===== src/hw/rtl/lro_pkg.sv =====
// Package for the linear reservoir outflow core.
// Holds fixed widths, rounding constants and the decay factor table.
// No dependencies.
`timescale 1ns / 1ps

package lro_pkg;

    // Storage factor K, unsigned Q8.8
    localparam int K_W = 16;
    // Reciprocal 1/K in Q.12, only 16 bits used once short K is split off
    localparam int R_W = 16;
    // Partial remainder of the reciprocal division
    localparam int REM_W = 17;
    // Decay accumulator in Q0.24, holds 1.0
    localparam int ACC_W = 25;
    // Recession factor e in Q0.16, holds 1.0
    localparam int E_W = 17;
    // e in Q0.24 as a multiplier operand
    localparam int WMUL_W = 25;
    // K*(1-e) in Q.24
    localparam int KG_W = 33;
    // Volumes are split into two halves for the multipliers
    localparam int HALF_W = 24;
    localparam int EXT_W = 2 * HALF_W;
    // Storage sum before clamping
    localparam int SUM_W = 58;

    // K at or below this value gives 1/K >= 16, where e is taken as zero
    localparam logic [K_W-1:0] SHORT_K_MAX = 16'd16;
    // Remainder left after the five top quotient bits, which are zero for long K
    localparam logic [REM_W-1:0] DIV_INIT = 17'd16;
    localparam logic [ACC_W-1:0] ACC_ONE = 25'h100_0000;
    localparam logic [E_W-1:0] E_ONE = 17'h1_0000;
    localparam logic [SUM_W-1:0] Q24_HALF = 58'h80_0000;

    // round(2^24 * exp(-2^(b-12))) for b = 0..15
    localparam logic [23:0] DECAY_TAB [0:15] = '{
        24'd16773120, 24'd16769026, 24'd16760840, 24'd16744480,
        24'd16711808, 24'd16646655, 24'd16517109, 24'd16261035,
        24'd15760736, 24'd14805841, 24'd13066109, 24'd10175896,
        24'd6171993,  24'd2270549,  24'd307285,   24'd5628
    };

endpackage


===== src/hw/rtl/lro_queue.sv =====
// Small register FIFO between the front and back ends.
// Depends on lro_pkg only for the common import style.
`timescale 1ns / 1ps

module lro_queue
    import lro_pkg::*;
#(
    parameter int W     = 113,
    parameter int DEPTH = 4
)
(
    input  logic         clk,
    input  logic         rst_n,
    input  logic         push,
    input  logic [W-1:0] push_data,
    output logic         full,
    input  logic         pop,
    output logic         not_empty,
    output logic [W-1:0] head_data
);

    localparam int PW = $clog2(DEPTH);

    logic [W-1:0]  mem_reg [0:DEPTH-1];
    logic [PW-1:0] wr_ptr_reg;
    logic [PW-1:0] rd_ptr_reg;
    logic [PW:0]   count_reg;
    logic [PW:0]   count_next;

    assign full      = (count_reg == (PW+1)'(DEPTH));
    assign not_empty = (count_reg != '0);
    assign head_data = mem_reg[rd_ptr_reg];

    // Track fill level
    always_comb
    begin
        count_next = count_reg;
        if (push && !(pop && not_empty))
            count_next = count_reg + 1'b1;
        else if (!push && pop && not_empty)
            count_next = count_reg - 1'b1;
    end

    // Advance pointers
    always_ff @(posedge clk or negedge rst_n)
    begin
        if (!rst_n)
        begin
            wr_ptr_reg <= '0;
            rd_ptr_reg <= '0;
            count_reg  <= '0;
        end
        else
        begin
            count_reg <= count_next;
            if (push)
                wr_ptr_reg <= (wr_ptr_reg == PW'(DEPTH - 1)) ? '0 : wr_ptr_reg + 1'b1;
            if (pop && not_empty)
                rd_ptr_reg <= (rd_ptr_reg == PW'(DEPTH - 1)) ? '0 : rd_ptr_reg + 1'b1;
        end
    end

    // Store words
    always_ff @(posedge clk)
    begin
        if (push)
            mem_reg[wr_ptr_reg] <= push_data;
    end

    a_no_overfill: assert property (@(posedge clk) disable iff (!rst_n)
        count_reg <= (PW+1)'(DEPTH))
        else $error("queue fill level above depth");
    a_push_room: assert property (@(posedge clk) disable iff (!rst_n)
        push |-> !full)
        else $error("push into full queue");
    a_count_step: assert property (@(posedge clk) disable iff (!rst_n)
        (push && !pop) |=> (count_reg == $past(count_reg) + 1'b1))
        else $error("queue count did not follow push");

endmodule


===== config.mk =====
export PLATFORM = sky130hd
export DESIGN_NAME = lro_queue
export DESIGN_NICKNAME = d
export VERILOG_FILES = /design/src/hw/rtl/lro_pkg.sv /design/src/hw/rtl/lro_queue.sv
export SDC_FILE = /design/constraint.sdc
export NUM_CORES = 1
export LEC_CHECK = 0
export BUFFER_PORTS_ARGS = -buffer_cell sky130_fd_sc_hd__buf_2
export CAP_MARGIN = 20
export CORE_MARGIN = 2
export CORE_UTILIZATION = 61
export CTS_CLUSTER_DIAMETER = 50
export DETAILED_ROUTE_END_ITERATION = 16
export PLACE_DENSITY = 0.84
export SETUP_SLACK_MARGIN = 0.1
export SKIP_CTS_REPAIR_TIMING = 1
export SYNTH_ARGS = -nofsm -noshare
export SYNTH_HDL_FRONTEND = slang
export SYNTH_SLANG_ARGS = --single-unit

===== constraint.sdc =====
create_clock -name clk -period 5.9 [get_ports clk]
set_input_delay 1.18 -clock clk [delete_from_list [all_inputs] [get_ports clk]]
set_output_delay 1.18 -clock clk [all_outputs]
set_load 0.02 [all_outputs]

After elaboration in Yosys (flattened, before gate mapping) --
Memories as Yosys holds them, arrays and structs flattened. Cells that the tools add are included. Widths: inputs -> output; s select.
Word-level totals: memories 1, bits of input ports 117, output and inout port bits 115, memory bits (writable) 452, register bits after elaboration 7
Operators by class: equal/unequal tests 3, reductions and logical operators 8, add/subtract/negate cells 4, mux-type cells 6
Memory list:
- mem_reg | words 4, width 113, read ports 1, clocked after Yosys merged registers in 0, write ports 1, line lro_queue.sv:24 | logic [W-1:0] mem_reg [0:DEPTH-1];
Operator list (count):
- $mux 3 | 2
- $add 2x1->2 const B | 2
- $eq 2x2->1 const B | 2
- $logic_and 1x1->1 | 4
- $mux 2 | 2
- $add 3x1->3 const B | 1
- $eq 3x3->1 const B | 1
- $reduce_bool 3->1 | 1
- $sub 3x1->3 const B | 1
- $logic_not 1->1 | 2
- $mux 1 | 2
- $reduce_bool 2->1 | 1

Depth between registers and ports, before layout --
word-level depth 5, mapped depth 7, mapped depth without buffers 6

Least setup slack after synthesis --
OpenSTA, ideal clock, no wires.
path kind input-to-reg, start point input port push, end point memory mem_reg[2][0], enable pin, setup slack 1.099 ns, cell stages on the path 3, required time 5.415 ns, arrival 4.315 ns, library setup time 0.485 ns, cells stage by stage clkbuf_1 -> clkbuf_1 -> and2_1
On the way: longest elaborated chain between the ends 2
Ends and longest elaborated chain:
- from (decl) | line lro_queue.sv:14 | input logic push,
- $mux 1 | line lro_queue.sv:66 | if (push)
- $mux 1 (not written as such) | line lro_queue.sv:67 | mem_reg[wr_ptr_reg] <= push_data;
- to (decl) | line lro_queue.sv:24
Every way passes these cells.

Final worst setup path --
start point register rd_ptr_reg[0], end point output port head_data[29]
On the way: longest elaborated chain between the ends 1
Ends and longest elaborated chain:
- from (decl) | line lro_queue.sv:26 | logic [PW-1:0] rd_ptr_reg;
- from (signal assigned) | line lro_queue.sv:59 | rd_ptr_reg <= (rd_ptr_reg == PW'(DEPTH - 1)) ? '0 : rd_ptr_reg + 1'b1;
- $mem_v2 4x113
- to (decl) | line lro_queue.sv:19 | output logic [W-1:0] head_data
Every way passes these cells.

==> flow_metrics.env <==
export IMPL_gp_congestion=0.7350
export IMPL_cts_tree="yes"
export IMPL_power_leakage_nw=6.686
export IMPL_synth_area_sq_um=16790
export IMPL_drt_iter0_drc=677
export IMPL_synth_nets=767
export IMPL_cp_top_family="flip-flops"
export IMPL_maxSlewHeadroom_pct=33.16
export IMPL_route_detailed_drc=0
export IMPL_grt_max_degree=65
export IMPL_rsz0062_at_grt="false"
export IMPL_num_io_pins=232
export IMPL_dieWidth_microns=169.9
export IMPL_crit_fanout=39
export IMPL_synth_area_leader_cell="edfxtp_1"
export IMPL_ys_top_cells_by_count="452 x edfxtp_1, 113 x mux4_2, 14 x buf_2"
export IMPL_synth_area_leaders="edfxtp_1 81%, mux4_2 15%, dfrtp_1 1.0%, buf_6 0.47%, buf_2 0.42%"
export IMPL_largest_reg_flops=452
export IMPL_rrSetupSlack_ns=3.50
export IMPL_power_frac_comb_pct=29.0
export IMPL_antenna_found_initial=6
export IMPL_port_buffers=231
export IMPL_rr_endpoint="mem_reg[0][42]"
export IMPL_finish_net_count=1027
export IMPL_p_clk_share_pct=25.7
export IMPL_finalMaxSlewViolations=0
export IMPL_clockBufferDepth=3
export IMPL_startpoint="rd_ptr_reg[0]"
export IMPL_ir_worst_vdd_v=0.0004496
export IMPL_syn_inst=644
export IMPL_initial_core_util_pct=62.28
export IMPL_ys_ff_latch=459
export IMPL_firstDrtPassIters=4
export IMPL_fp_coreArea_sq_um=26950
export IMPL_max_stage_delay_ns=0.93
export IMPL_row_count=60
export IMPL_worst_pin_slew_ns=1.003
export IMPL_drive_gt1_share_pct=44.75
export IMPL_max_cap_violations=0
export IMPL_crit_buf_inv=2
export IMPL_synth_ff_type="edfxtp_1"
export IMPL_status="completed"
export IMPL_end_kind="output pin"
export IMPL_syn_avg_cell_area_sq_um=26.07
export IMPL_cp_required_ns=4.72
export IMPL_numCtsBuffers=44
export IMPL_cts_sinks=459
export IMPL_finalCritPeriodShare_pct=69.23
export IMPL_finalWirelength_mm=31.13
export IMPL_async_flop_share_pct=1.525
export IMPL_max_freq_ghz=0.2448
export IMPL_grt_first_pass_wirelength_mm=47.06
export IMPL_p_sw_share_pct=30.97
export IMPL_path_class="reg2out"
export IMPL_synth_cell_type_count=30
export IMPL_grt_usage_pct=22.08
export IMPL_area_delta_synth_final_pct=16.88
export IMPL_path_cells="buf_4 -> mux4_2 -> buf_2"
export IMPL_cts_root_buf="clkbuf_16"
export IMPL_critPathCapture="head_data[29]"
export IMPL_ant_nets=0
export IMPL_hp_class="in2async"
export IMPL_seqPwrFrac_pct=45.2
export IMPL_hold_ws_ns=0.4846
export IMPL_crit_cells=3
export IMPL_dp_hpwl_mm=18.39
export IMPL_timing_rr_start="wr_ptr_reg[0]"
export IMPL_setup_viol=0
export IMPL_vias_per_cell=5.998
export IMPL_fin_area_sq_um=19620
export IMPL_clk_pin_slew_ns=0.06
export IMPL_htree_num_levels=2
export IMPL_chipHeight_microns=169.9
export IMPL_cp_slowest_cell="dfrtp_4"
export IMPL_placed_area_sq_um=18310
export IMPL_ys_warnings_count=0
export IMPL_seq_area_frac_synth_pct=81.90
export IMPL_grt_pass1_vias=8064
export IMPL_wl_per_cell_microns=24.36
export IMPL_synth_edf_count=452
export IMPL_intPower_w=0.006850
export IMPL_num_vias=7666
export IMPL_start_kind="register"
export IMPL_clk_latency_ns=0.53
export IMPL_finalHoldViolCount=0
export IMPL_powerDensity_nw_per_um2=505.9
export IMPL_finClkSkew_ns=0.02118
export IMPL_synth_top_area_share_pct=80.86
export IMPL_crit_arrival_ns=2.90
export IMPL_die_area_sq_um=28860
export IMPL_setup_tns_final_ns=0
export IMPL_r2r_cells=4
export IMPL_grt_overflow_total=0
export IMPL_period_minus_slack_ns=4.085
export IMPL_synthMostInstantiatedCell="edfxtp_1"
export IMPL_p_switching_w=0.003074
-- per-layer routing --
layer / part of all wire, % / vias to the layer above / global-route usage, %
met3: 7.5 / 56 / 5.465
met5: 0.15 / - / 0
met2: 52 / 291 / 36.98
met4: 2.3 / 8 / 5.983
li1: - / 3302 / -
met1: 38 / 4009 / 29.67
-- cell families after synthesis --
| group | after synthesis | synth area share (%) |
|---|---|---|
| flops | 459 | 81.90 |
| mux | 115 | 15.29 |
| buf+inv | 31 | 1.133 |
| simple gates | 20 | 0.6485 |
| compound gates | 12 | 0.4845 |
| fa+ha+maj | 6 | 0.4920 |
| xor+xnor | 1 | 0.05219 |
-- area by class of cell --
class,instances,area (sq um)
Tap cell,341,426.7
Clock buffer,55,1142
Fill cell,1474,7332
Inverter,2,7.507
Timing Repair Buffer,243,1259
Multi-Input combinational cell,154,2858
Sequential cell,459,13760
Clock inverter,21,162.7
Antenna cell,3,7.507
-- stage by stage --
| step | utilization (%) | instances | power, W | setup slack, ns |
|---|---|---|---|---|
| final | 72.79 | 1278 | 0.009924 | 1.815 |
| after global routing | 72.78 | 1276 | 0.01036 | 1.581 |
| after CTS | 72.77 | 1275 | 0.01004 | 1.696 |
| after detailed placement | 67.92 | 1199 | 0.007476 | 2.279 |
| after global placement | 67.92 | 1199 | 0.007406 | 2.284 |
| after floorplan | - | 644 | 0.006590 | 1.100 |
-- power by group through the flow --
stage	Combinational [W]	Sequential (W)	Clock, W
after detailed placement	0.00291	0.00456	0
after floorplan	0.00221	0.00438	0
after global routing	0.00308	0.00455	0.00273
after CTS	0.00293	0.00450	0.00260
final	0.00288	0.00449	0.00256
after global placement	0.00288	0.00452	0
-- worst min path at each step --
stage	to	cells after the start	from	slack, ns
final	count_reg[0]	1	rst_n	0.48
after global routing	count_reg[0]	1	rst_n	0.49
after CTS	count_reg[0]	1	rst_n	0.47
after detailed placement	wr_ptr_reg[0]	3	wr_ptr_reg[0]	0.62
after global placement	wr_ptr_reg[1]	2	wr_ptr_reg[1]	0.59
after floorplan	wr_ptr_reg[0]	3	wr_ptr_reg[0]	0.56
-- worst reg2reg max path, stage by stage, from the launching register on --
cell,delay (ns)
dfrtp_1,0.41
inv_1,0.11
ha_1,0.15
and2_4,0.80
buf_4,0.55
-- cells in the final DEF, fill, tap and decap left out, drive strengths merged, types with 2 or more instances in the layout --
cell type,netlist,layout
clkbuf,7,55
nor3,2,2
dfrtp,7,7
mux4,113,113
nand2b,3,3
diode,0,3
clkinv,0,17
o211ai,2,2
o21ai,4,4
inv,2,4
buf,22,243
ha,5,5
and2,5,5
nand2,3,3
bufinv,0,2
nor2,3,3
edfxtp,452,452
Power figures use the tool's default switching activity.
